## src/rtl/u8d_pkg.sv

```systemverilog
// ----------------------------------------------------------------------------
// u8d_pkg
// shared types, constants and byte classification for the utf-8 stream decoder
// ----------------------------------------------------------------------------
package u8d_pkg;

    localparam int CP_W             = 21;
    localparam int COUNT_W          = 3;
    localparam int QUEUE_DEPTH_DEF  = 4;

    // class of one raw byte
    typedef enum logic [2:0] {
        CLS_ASCII = 3'd0,
        CLS_LEAD2 = 3'd1,
        CLS_LEAD3 = 3'd2,
        CLS_LEAD4 = 3'd3,
        CLS_CONT  = 3'd4,
        CLS_BAD   = 3'd5
    } byte_class_t;

    // work handed from the front to the back: a run of invalid results for a
    // broken sequence, then an optional closing result
    typedef struct packed {
        logic [1:0]         inv_cnt;
        logic               has_tail;
        logic               tail_valid;
        logic [CP_W-1:0]    tail_cp;
        logic [COUNT_W-1:0] tail_count;
    } job_t;

    function automatic byte_class_t classify(input logic [7:0] b);
        byte_class_t c;
        priority casez (b)
            8'b0???_????: c = CLS_ASCII;
            8'b10??_????: c = CLS_CONT;
            8'b110?_????: c = CLS_LEAD2;
            8'b1110_????: c = CLS_LEAD3;
            8'b1111_0???: c = CLS_LEAD4;
            default:      c = CLS_BAD;
        endcase
        return c;
    endfunction

endpackage

```

## src/rtl/u8d_front.sv

```systemverilog
// ----------------------------------------------------------------------------
// u8d_front
// takes one byte per cycle unless q_full, tracks the pending sequence and builds jobs
// ----------------------------------------------------------------------------
module u8d_front
    import u8d_pkg::*;
(
    input  logic       clk,
    input  logic       rst_n,
    input  logic       in_valid,
    input  logic [7:0] data_byte,
    input  logic       q_full,
    output logic       in_stall,
    output logic       push,
    output job_t       push_job
);

    logic [CP_W-1:0] partial_value_reg, partial_value_next;
    logic [1:0]      needed_reg, needed_next;
    logic [1:0]      taken_reg, taken_next;

    byte_class_t     cls;
    logic            accept;
    logic            pending;
    logic [CP_W-1:0] shifted;

    assign in_stall = q_full;
    assign accept   = in_valid && !q_full;
    assign cls      = classify(data_byte);
    assign pending  = (needed_reg != 2'd0);
    assign shifted  = {partial_value_reg[CP_W-7:0], data_byte[5:0]};

    always_comb
    begin
        partial_value_next = partial_value_reg;
        needed_next        = needed_reg;
        taken_next         = taken_reg;
        push_job           = '0;

        if (accept)
        begin
            if (pending && (cls == CLS_CONT))
            begin
                partial_value_next = shifted;
                taken_next         = taken_reg + 2'd1;
                needed_next        = needed_reg - 2'd1;
                if (needed_reg == 2'd1)
                begin
                    push_job.has_tail   = 1'b1;
                    push_job.tail_valid = 1'b1;
                    push_job.tail_cp    = shifted;
                    push_job.tail_count = {1'b0, taken_reg} + COUNT_W'(2);
                    partial_value_next  = '0;
                    taken_next          = 2'd0;
                end
            end
            else
            begin
                // broken sequence: the lead and every continuation taken
                if (pending)
                begin
                    push_job.inv_cnt = taken_reg + 2'd1;
                end
                partial_value_next = '0;
                needed_next        = 2'd0;
                taken_next         = 2'd0;
                unique case (cls)
                    CLS_ASCII:
                    begin
                        push_job.has_tail   = 1'b1;
                        push_job.tail_valid = 1'b1;
                        push_job.tail_cp    = {{(CP_W-8){1'b0}}, data_byte};
                        push_job.tail_count = COUNT_W'(1);
                    end
                    CLS_LEAD2:
                    begin
                        partial_value_next = {{(CP_W-5){1'b0}}, data_byte[4:0]};
                        needed_next        = 2'd1;
                    end
                    CLS_LEAD3:
                    begin
                        partial_value_next = {{(CP_W-4){1'b0}}, data_byte[3:0]};
                        needed_next        = 2'd2;
                    end
                    CLS_LEAD4:
                    begin
                        partial_value_next = {{(CP_W-3){1'b0}}, data_byte[2:0]};
                        needed_next        = 2'd3;
                    end
                    default:
                    begin
                        push_job.has_tail   = 1'b1;
                        push_job.tail_valid = 1'b0;
                        push_job.tail_cp    = '0;
                        push_job.tail_count = COUNT_W'(1);
                    end
                endcase
            end
        end
    end

    assign push = accept && (push_job.has_tail || (push_job.inv_cnt != 2'd0));

    always_ff @(posedge clk or negedge rst_n)
    begin
        if (!rst_n)
        begin
            partial_value_reg <= '0;
            needed_reg        <= 2'd0;
            taken_reg         <= 2'd0;
        end
        else
        begin
            partial_value_reg <= partial_value_next;
            needed_reg        <= needed_next;
            taken_reg         <= taken_next;
        end
    end

`ifndef SYNTHESIS
    // taken plus still needed never exceeds three continuations
    a_seq_len: assert property (@(posedge clk) disable iff (!rst_n)
        ({1'b0, needed_reg} + {1'b0, taken_reg}) <= 3'd3)
        else $error("sequence length bookkeeping broken");
`endif

endmodule

```

## src/rtl/u8d_queue.sv

```systemverilog
// ----------------------------------------------------------------------------
// u8d_queue
// short job queue between the front and the back
// ----------------------------------------------------------------------------
module u8d_queue
    import u8d_pkg::*;
#(
    parameter int DEPTH = QUEUE_DEPTH_DEF
)
(
    input  logic clk,
    input  logic rst_n,
    input  logic push,
    input  job_t push_job,
    input  logic pop,
    output logic full,
    output logic head_valid,
    output job_t head_job
);

    localparam int PTR_W = (DEPTH > 1) ? $clog2(DEPTH) : 1;
    localparam int CNT_W = $clog2(DEPTH + 1);

    job_t             slots [DEPTH];
    logic [PTR_W-1:0] wr_ptr_reg, wr_ptr_next;
    logic [PTR_W-1:0] rd_ptr_reg, rd_ptr_next;
    logic [CNT_W-1:0] count_reg, count_next;
    logic             do_push, do_pop;

    assign full       = (count_reg == CNT_W'(DEPTH));
    assign head_valid = (count_reg != '0);
    assign head_job   = slots[rd_ptr_reg];
    assign do_push    = push && !full;
    assign do_pop     = pop && head_valid;

    always_comb
    begin
        wr_ptr_next = wr_ptr_reg;
        rd_ptr_next = rd_ptr_reg;
        count_next  = count_reg;
        if (do_push)
        begin
            wr_ptr_next = (wr_ptr_reg == PTR_W'(DEPTH - 1)) ? '0 : wr_ptr_reg + PTR_W'(1);
        end
        if (do_pop)
        begin
            rd_ptr_next = (rd_ptr_reg == PTR_W'(DEPTH - 1)) ? '0 : rd_ptr_reg + PTR_W'(1);
        end
        if (do_push && !do_pop)
        begin
            count_next = count_reg + CNT_W'(1);
        end
        else if (do_pop && !do_push)
        begin
            count_next = count_reg - CNT_W'(1);
        end
    end

    always_ff @(posedge clk)
    begin
        if (do_push)
        begin
            slots[wr_ptr_reg] <= push_job;
        end
    end

    always_ff @(posedge clk or negedge rst_n)
    begin
        if (!rst_n)
        begin
            wr_ptr_reg <= '0;
            rd_ptr_reg <= '0;
            count_reg  <= '0;
        end
        else
        begin
            wr_ptr_reg <= wr_ptr_next;
            rd_ptr_reg <= rd_ptr_next;
            count_reg  <= count_next;
        end
    end

`ifndef SYNTHESIS
    a_no_overflow: assert property (@(posedge clk) disable iff (!rst_n)
        count_reg <= CNT_W'(DEPTH))
        else $error("job queue overflow");

    a_empty_queue_job: assert property (@(posedge clk) disable iff (!rst_n)
        head_valid |-> (head_job.has_tail || (head_job.inv_cnt != 2'd0)))
        else $error("empty job in queue");
`endif

endmodule

```

## src/rtl/u8d_back.sv

```systemverilog
// ----------------------------------------------------------------------------
// u8d_back
// expands each job into result transfers into an output register, one per unstalled cycle
// ----------------------------------------------------------------------------
module u8d_back
    import u8d_pkg::*;
(
    input  logic               clk,
    input  logic               rst_n,
    input  logic               head_valid,
    input  job_t               head_job,
    output logic               pop,
    output logic               out_valid,
    input  logic               out_stall,
    output logic [CP_W-1:0]    code_point,
    output logic               is_valid,
    output logic [COUNT_W-1:0] byte_count,
    output logic               last_of_run
);

    logic               out_valid_reg, out_valid_next;
    logic [CP_W-1:0]    code_point_reg, code_point_next;
    logic               is_valid_reg, is_valid_next;
    logic [COUNT_W-1:0] byte_count_reg, byte_count_next;
    logic               last_reg, last_next;
    logic [1:0]         inv_sent_reg, inv_sent_next;
    logic               load;
    logic               inv_last;

    assign load     = !out_valid_reg || !out_stall;
    assign inv_last = ((inv_sent_reg + 2'd1) == head_job.inv_cnt);

    always_comb
    begin
        out_valid_next  = out_valid_reg;
        code_point_next = code_point_reg;
        is_valid_next   = is_valid_reg;
        byte_count_next = byte_count_reg;
        last_next       = last_reg;
        inv_sent_next   = inv_sent_reg;
        pop             = 1'b0;

        if (load)
        begin
            out_valid_next = head_valid;
            if (head_valid)
            begin
                if (inv_sent_reg < head_job.inv_cnt)
                begin
                    code_point_next = '0;
                    is_valid_next   = 1'b0;
                    byte_count_next = COUNT_W'(1);
                    last_next       = inv_last && !head_job.has_tail;
                    if (inv_last && !head_job.has_tail)
                    begin
                        pop           = 1'b1;
                        inv_sent_next = 2'd0;
                    end
                    else
                    begin
                        inv_sent_next = inv_sent_reg + 2'd1;
                    end
                end
                else
                begin
                    code_point_next = head_job.tail_cp;
                    is_valid_next   = head_job.tail_valid;
                    byte_count_next = head_job.tail_count;
                    last_next       = 1'b1;
                    pop             = 1'b1;
                    inv_sent_next   = 2'd0;
                end
            end
        end
    end

    always_ff @(posedge clk or negedge rst_n)
    begin
        if (!rst_n)
        begin
            out_valid_reg <= 1'b0;
            inv_sent_reg  <= 2'd0;
        end
        else
        begin
            out_valid_reg <= out_valid_next;
            inv_sent_reg  <= inv_sent_next;
        end
    end

    always_ff @(posedge clk)
    begin
        code_point_reg <= code_point_next;
        is_valid_reg   <= is_valid_next;
        byte_count_reg <= byte_count_next;
        last_reg       <= last_next;
    end

    assign out_valid   = out_valid_reg;
    assign code_point  = code_point_reg;
    assign is_valid    = is_valid_reg;
    assign byte_count  = byte_count_reg;
    assign last_of_run = last_reg;

`ifndef SYNTHESIS
    a_invalid_shape: assert property (@(posedge clk) disable iff (!rst_n)
        (out_valid_reg && !is_valid_reg) |->
            (code_point_reg == '0) && (byte_count_reg == COUNT_W'(1)))
        else $error("invalid result with payload");

    a_count_range: assert property (@(posedge clk) disable iff (!rst_n)
        out_valid_reg |->
            (byte_count_reg != '0) && (byte_count_reg <= COUNT_W'(4)))
        else $error("byte count out of range");
`endif

endmodule

```

## src/rtl/utf8_stream_decoder_core.sv

```systemverilog
// ----------------------------------------------------------------------------
// utf8_stream_decoder_core
// utf-8 byte stream to code point decoder with a decoupled front and back
// ----------------------------------------------------------------------------
//
//  channel | direction | handshake           | payload
//  --------+-----------+---------------------+-------------------------------------
//  in      | sink      | in_valid / in_stall | data_byte
//  out     | source    | out_valid/out_stall | code_point, is_valid, byte_count,
//          |           |                     | last_of_run
//
//  one byte is taken per cycle while the job queue has room
//  each result is loaded into the output register on its own, so a broken
//  sequence (up to four results from one byte) holds the back for each one
//  a byte's result goes from the front via a queue slot into the output reg
//  reset clears the pending sequence, the queue pointers and the output valid
//  in_stall rises only when the queue is full; out_stall just holds the
//  output register and the head job
//
module utf8_stream_decoder_core
    import u8d_pkg::*;
#(
    // jobs buffered between the front and the back, at least two
    parameter int QUEUE_DEPTH = QUEUE_DEPTH_DEF
)
(
    input  logic               clk,
    input  logic               rst_n,
    input  logic               in_valid,
    output logic               in_stall,
    input  logic [7:0]         data_byte,
    output logic               out_valid,
    input  logic               out_stall,
    output logic [CP_W-1:0]    code_point,
    output logic               is_valid,
    output logic [COUNT_W-1:0] byte_count,
    output logic               last_of_run
);

    // front to queue
    logic push;
    job_t push_job;
    logic q_full;

    // queue to back
    logic head_valid;
    job_t head_job;
    logic pop;

    // front: classifies each byte and keeps the pending sequence state
    u8d_front u_front (
        .clk       (clk),
        .rst_n     (rst_n),
        .in_valid  (in_valid),
        .data_byte (data_byte),
        .q_full    (q_full),
        .in_stall  (in_stall),
        .push      (push),
        .push_job  (push_job)
    );

    // queue: lets the front run on while the back drains a burst
    u8d_queue #(
        .DEPTH (QUEUE_DEPTH)
    ) u_queue (
        .clk        (clk),
        .rst_n      (rst_n),
        .push       (push),
        .push_job   (push_job),
        .pop        (pop),
        .full       (q_full),
        .head_valid (head_valid),
        .head_job   (head_job)
    );

    // back: turns each job into its result transfers
    u8d_back u_back (
        .clk         (clk),
        .rst_n       (rst_n),
        .head_valid  (head_valid),
        .head_job    (head_job),
        .pop         (pop),
        .out_valid   (out_valid),
        .out_stall   (out_stall),
        .code_point  (code_point),
        .is_valid    (is_valid),
        .byte_count  (byte_count),
        .last_of_run (last_of_run)
    );

endmodule
```

## config.mk

```make
export PLATFORM = sky130hd
export DESIGN_NAME = utf8_stream_decoder_core
export DESIGN_NICKNAME = d
export VERILOG_FILES = /design/src/rtl/u8d_pkg.sv /design/src/rtl/u8d_front.sv /design/src/rtl/u8d_queue.sv /design/src/rtl/u8d_back.sv /design/src/rtl/utf8_stream_decoder_core.sv
export SDC_FILE = /design/constraint.sdc
export NUM_CORES = 1
export LEC_CHECK = 0
export BUFFER_PORTS_ARGS = -buffer_cell sky130_fd_sc_hd__buf_2
export CORE_MARGIN = 4
export CORE_UTILIZATION = 35
export DETAILED_ROUTE_END_ITERATION = 6
export HOLD_SLACK_MARGIN = 0.03
export PLACE_DENSITY_LB_ADDON = 0.12
export SKIP_LAST_GASP = 1
export SLEW_MARGIN = 40
export SYNTH_ARGS = -nofsm -noshare
export SYNTH_HDL_FRONTEND = slang
export SYNTH_HIERARCHICAL = 1
export SYNTH_SLANG_ARGS = --single-unit
```

## constraint.sdc

```tcl
create_clock -name clk -period 8.29 [get_ports clk]
set_input_delay 0.829 -clock clk [delete_from_list [all_inputs] [get_ports clk]]
set_output_delay 0.829 -clock clk [all_outputs]
set_load 0.01 [all_outputs]
```

After elaboration in Yosys (flattened, before gate mapping)
Memory sizes are Yosys's and may differ from the RTL's. Index checks and enable logic that the tools add are counted.

Bits in registers: 55. RAM bits: 112. Input port bits: 12. Output and inout bits: 28. Logic and storage cells: 85. Memories kept: 1.

$add $sub $neg: 8. $lt $le $gt $ge: 1. Eq/ne operators: 13. Multiplexer cells: 26. Bitwise gates (word level): 1. Reduce and logical (&&, ||, !) cells: 23.

Memory list: u_queue.slots (depth 4, width 28, rd ports 1, clocked after memory_dff 0, wr ports 1, line u8d_queue.sv:24) `job_t slots [DEPTH];`.

Operators with widths (number): 26-bit 2-to-1 mux (2); 26-bit case mux with 2 select lines (1); 15-bit 2-to-1 mux (2); 28-bit 2-to-1 mux (1); 2-bit 2-to-1 mux (9); 3-bit case mux with 5 select lines (1); 5-bit case mux with 3 select lines (1); 3-bit == test, second input constant (3); 2-bit by 1-bit adder with 2-bit output, second input constant (4); 1-bit logical AND (8); 2-bit == test, second input constant (3); 3-bit by 2-bit == test with 1-bit output, second input constant (2); 1-bit zero test (6); 1-bit 2-to-1 mux (6); 3-bit 2-to-1 mux (2); 2-bit case mux with 3 select lines (1); 2-bit nonzero test (3); 5-bit == test, second input constant (1); 4-bit == test, second input constant (1); 2-bit by 2-bit adder with 3-bit output, second input constant (1); 3-bit by 1-bit adder with 3-bit output, second input constant (1); 3-bit by 1-bit == test with 1-bit output, second input constant (1); 3-bit zero test (1); 3-bit nonzero test (1); other kinds (9) (10).

Longest topological paths before layout
Depth after elaboration: 15. Gate-level depth with buffers: 14. Depth with buffers taken out: 13.

Cells and area by module
The synthesis kept the hierarchy.

By module, submodules not included: u8d_queue (instances 1, cells an instance 183, area each 4514.3 sq um, sequential area each 3538.4 sq um); u8d_back (instances 1, cells an instance 77, area each 1212.4 sq um, sequential area each 855.8 sq um); u8d_front (instances 1, cells an instance 119, area each 1131.1 sq um, sequential area each 475.5 sq um).

Least setup slack after synthesis
No wires, ideal clock.

Path type: reg2reg. Start: register u_queue.rd_ptr_reg[0]. End: register u_queue.count_reg[1]. Setup time: 125 ps. Arrival: 2920 ps. Data required time: 8165 ps. Path slack: 5245 ps. Cell stages (with the launch flop): 11. Buffers on the path: 1. Period minus slack after synthesis: 3045 ps. Path through: dfrtp_1 -> buf_4 -> mux4_2 -> xor3_2 -> o311ai_4 -> and2_1 -> nand2_4 -> ha_1 -> inv_1 -> fa_1 -> mux2_2.

RTL lines: from (decl) (line u8d_queue.sv:26) `logic [PTR_W-1:0] rd_ptr_reg, rd_ptr_next;`; from (signal assigned) (line u8d_queue.sv:78) `rd_ptr_reg <= rd_ptr_next;`; to (signal assigned) (line u8d_queue.sv:79) `count_reg <= count_next;`; to (decl) (line u8d_queue.sv:27) `logic [CNT_W-1:0] count_reg, count_next;`.

==> results.txt <==
cell types occupying the most area after synthesis = sky130_fd_sc_hd__edfxtp_1, sky130_fd_sc_hd__dfrtp_1, sky130_fd_sc_hd__mux4_2, sky130_fd_sc_hd__and2_1, sky130_fd_sc_hd__nor2b_1
proportion of layout cells with a drive suffix above 1 = 29.22%
Pwr per Cell Area = 372.0 nW/um^2
clock tree from TritonCTS = done
number of buffers inserted by hold repair at cts = 0
post-route clock skew = 0.01169 ns
DRC violation total after the first TritonRoute iteration = 153
Lkg Pwr = 2.908 nW
maximum net fanout on the critical path = 26
pins over their slew limit = 0
maximum buffer depth of the clock tree = 2
number of synthesized register bits = 167
Root Buffer = sky130_fd_sc_hd__clkbuf_16
leading cell types in the layout, fill and taps excluded = sky130_fd_sc_hd__edfxtp_1, sky130_fd_sc_hd__buf_2, sky130_fd_sc_hd__mux4_2
number of enable flip-flop cells after synthesis = 138
number of top-level design ports = 40
post-detailed-route count of antenna-violating nets = 0
number of buffers created by CTS = 17
flip-flop count of the largest register after layout = 112
dpl hpwl = 7.793 mm
final critical delay including setup and external delays = 3.267 ns
number of instances in the synthesized netlist = 379
pin count of the biggest net entering global routing = 31
vias in the first global route = 3479
leading register cell type out of synthesis = sky130_fd_sc_hd__edfxtp_1
RSZ-0062 raised after global routing = no
tightest slew margin relative to the limit = 46.04%
final worst path period share = 39.41%
number of H-tree branching levels = 4
final weighted congestion of routability-driven global placement = 0.7613
MaxCap Viol Count = 0
final routed wire length divided by cell count = 18.08 um
total via count in the routed design = 3302
net switching power = 0.0008561 W
Fin. Hold Viols = 0
Setup Viol. Count Final = 0
critical path start-end classification = register to register
Place WS = 4.620 ns
Final WS setup = 5.023 ns
Synth Area per Inst = 18.09 um^2
proportion of power drawn by combinational gates = 28.8%
Hold WC Path Type = input pin to asynchronous set/reset pin
total nets after synthesis = 402
die boundary height = 148.0 um
overall routing resource usage = 12.51%
Die Width = 148.0 um
required time of the critical path = 8.59 ns
Clock transition at path regs = 0.07 ns
wire length of the first global-routing pass = 20.48 mm
final wirelength = 12.62 mm
share of the synthesized area in the top cell type = 60.43%
net switching share of the total power = 28.84%
standard-cell rows = 50
Clk Latency, worst-skew pair = 0.42 ns
number of iterations in the first detailed-routing pass = 4
total power consumption of the routed design = 0.002969 W
total of warnings raised by yosys = 6
number of clock sinks seen by CTS = 167
achievable clock frequency = 0.3061 GHz
core box area = 18960 um^2
crit path capture type = register
ant diodes = 0
Post CTS Setup Buffer Count = 0
Sequential Power Share = 43.2%
run status = finished, final reports clean
count of instances resized after the clock tree is built = 0
post-synth design cell area = 6858 um^2
synthesis-to-finish area growth = 16.38%
transition at the pin with the smallest max-transition slack = 0.8050 ns
Distinct cells, synth = 56
Initial Utilization = 36.18%
Worst VDD drop = 0.2189 mV
category of the worst setup path launch point = register
number of antenna violations at the first check in global routing = 0
DRC = 0
sequential-to-total area share from yosys stat = 71.01%
final net count = 448
Via density = 4.731
GRT Residual Overflow = 0
die outline area = 21900 um^2
count of buffers from port buffering = 39
Internal Power = 0.002113 W
sum of negative setup slack = 0 ns
Synth area leader = sky130_fd_sc_hd__edfxtp_1
most common cell after layout, fill and taps aside = sky130_fd_sc_hd__edfxtp_1
fraction of power consumed by the clock network = 28.0%
data arrival time of the worst path = 3.57 ns
post-synthesis async set-or-reset flop share = 17.37%
## metal layers
metal | global-route usage (%) | routed length (um)
met5 | 0 | 0
met4 | 4.573 | 167
met3 | 2.851 | 495
met2 | 20.19 | 6308
met1 | 16.66 | 5646
## power groups by stage
stage | logic [W] | clock network, W | registers [W]
after floorplan | 0.000634 | 0 | 0.00129
after global placement | 0.000865 | 0 | 0.00130
after detailed placement | 0.000884 | 0 | 0.00130
after global routing | 0.000952 | 0.000893 | 0.00131
final | 0.000855 | 0.000830 | 0.00128
after CTS | 0.000883 | 0.000854 | 0.00129
## cell type report
type / instances / area [um^2]
well taps: 260 / 325.3
fillers: 1684 / 10970
multi-input cells: 183 / 1848
flip-flops and latches: 167 / 4875
inverters: 12 / 45.04
repair buffers: 44 / 255.2
clock inverters: 11 / 172.7
clock buffers: 21 / 460.4
## cells by family (layout without fill, tap and decap cells)
family / Yosys count / count (layout) / share of synthesized area, %
multiplexers: 37 / 37 / 10.84
flip-flops: 167 / 167 / 71.01
XOR/XNOR: 4 / 4 / 0.7481
buffers and inverters: 29 / 88 / 2.134
adder cells (fa/ha/maj): 11 / 11 / 2.116
AND/OR/NAND/NOR: 96 / 96 / 8.904
AO/OA/AOI/OAI: 35 / 35 / 4.251
## Yosys cell counts, types with 4 or more instances
| cell type | n |
|---|---|
| sky130_fd_sc_hd__ha_1 | 10 |
| sky130_fd_sc_hd__edfxtp_1 | 138 |
| sky130_fd_sc_hd__a22o_1 | 10 |
| sky130_fd_sc_hd__nor2_1 | 8 |
| sky130_fd_sc_hd__dfrtp_1 | 29 |
| sky130_fd_sc_hd__and2b_1 | 5 |
| sky130_fd_sc_hd__and2_2 | 4 |
| sky130_fd_sc_hd__nor2b_1 | 23 |
| sky130_fd_sc_hd__mux4_2 | 28 |
| sky130_fd_sc_hd__clkbuf_1 | 6 |
| sky130_fd_sc_hd__and2_1 | 25 |
| sky130_fd_sc_hd__a21oi_1 | 4 |
| sky130_fd_sc_hd__nand2_1 | 12 |
| sky130_fd_sc_hd__inv_1 | 12 |
| sky130_fd_sc_hd__mux2_4 | 4 |
| sky130_fd_sc_hd__buf_4 | 7 |
## worst paths after layout
path                                              start                            to  slack (ns)  cells after the start
max                               u_queue/rd_ptr_reg[0]          u_queue/count_reg[1]        5.02                      9
min                                               rst_n        u_back/inv_sent_reg[0]        0.34                      1
max reg2reg                       u_queue/rd_ptr_reg[0]          u_queue/count_reg[1]        5.02                      9
min reg2reg                u_front/partial_value_reg[9]  u_front/partial_value_reg[9]        0.50                      1
max in group asynchronous                         rst_n         u_queue/rd_ptr_reg[1]        7.61                      1
min in group clk           u_front/partial_value_reg[9]  u_front/partial_value_reg[9]        0.50                      1
## worst max-delay path: stages, from the launching register on
cell and delay (ns):
sky130_fd_sc_hd__dfrtp_2 0.43, sky130_fd_sc_hd__buf_4 0.50, sky130_fd_sc_hd__mux4_2 0.63, sky130_fd_sc_hd__o311ai_4 0.33
sky130_fd_sc_hd__and2_1 0.21, sky130_fd_sc_hd__nand2_4 0.07, sky130_fd_sc_hd__ha_1 0.21, sky130_fd_sc_hd__inv_1 0.08
sky130_fd_sc_hd__fa_1 0.40, sky130_fd_sc_hd__mux2_2 0.27
## through the flow
step | std cells | hold slack (ns) | instance area [um^2] | util, %
final | 698 | 0.3447 | 7981 | 42.11
after global routing | 698 | 0.3597 | 7981 | 42.11
after CTS | 698 | 0.4808 | 7970 | 42.05
after detailed placement | 666 | 0.4864 | 7337 | 38.71
after global placement | 665 | 0.4802 | 7310 | 38.56
after floorplan | 379 | 0.4610 | 6858 | -
(Power assumes the default switching activity.)
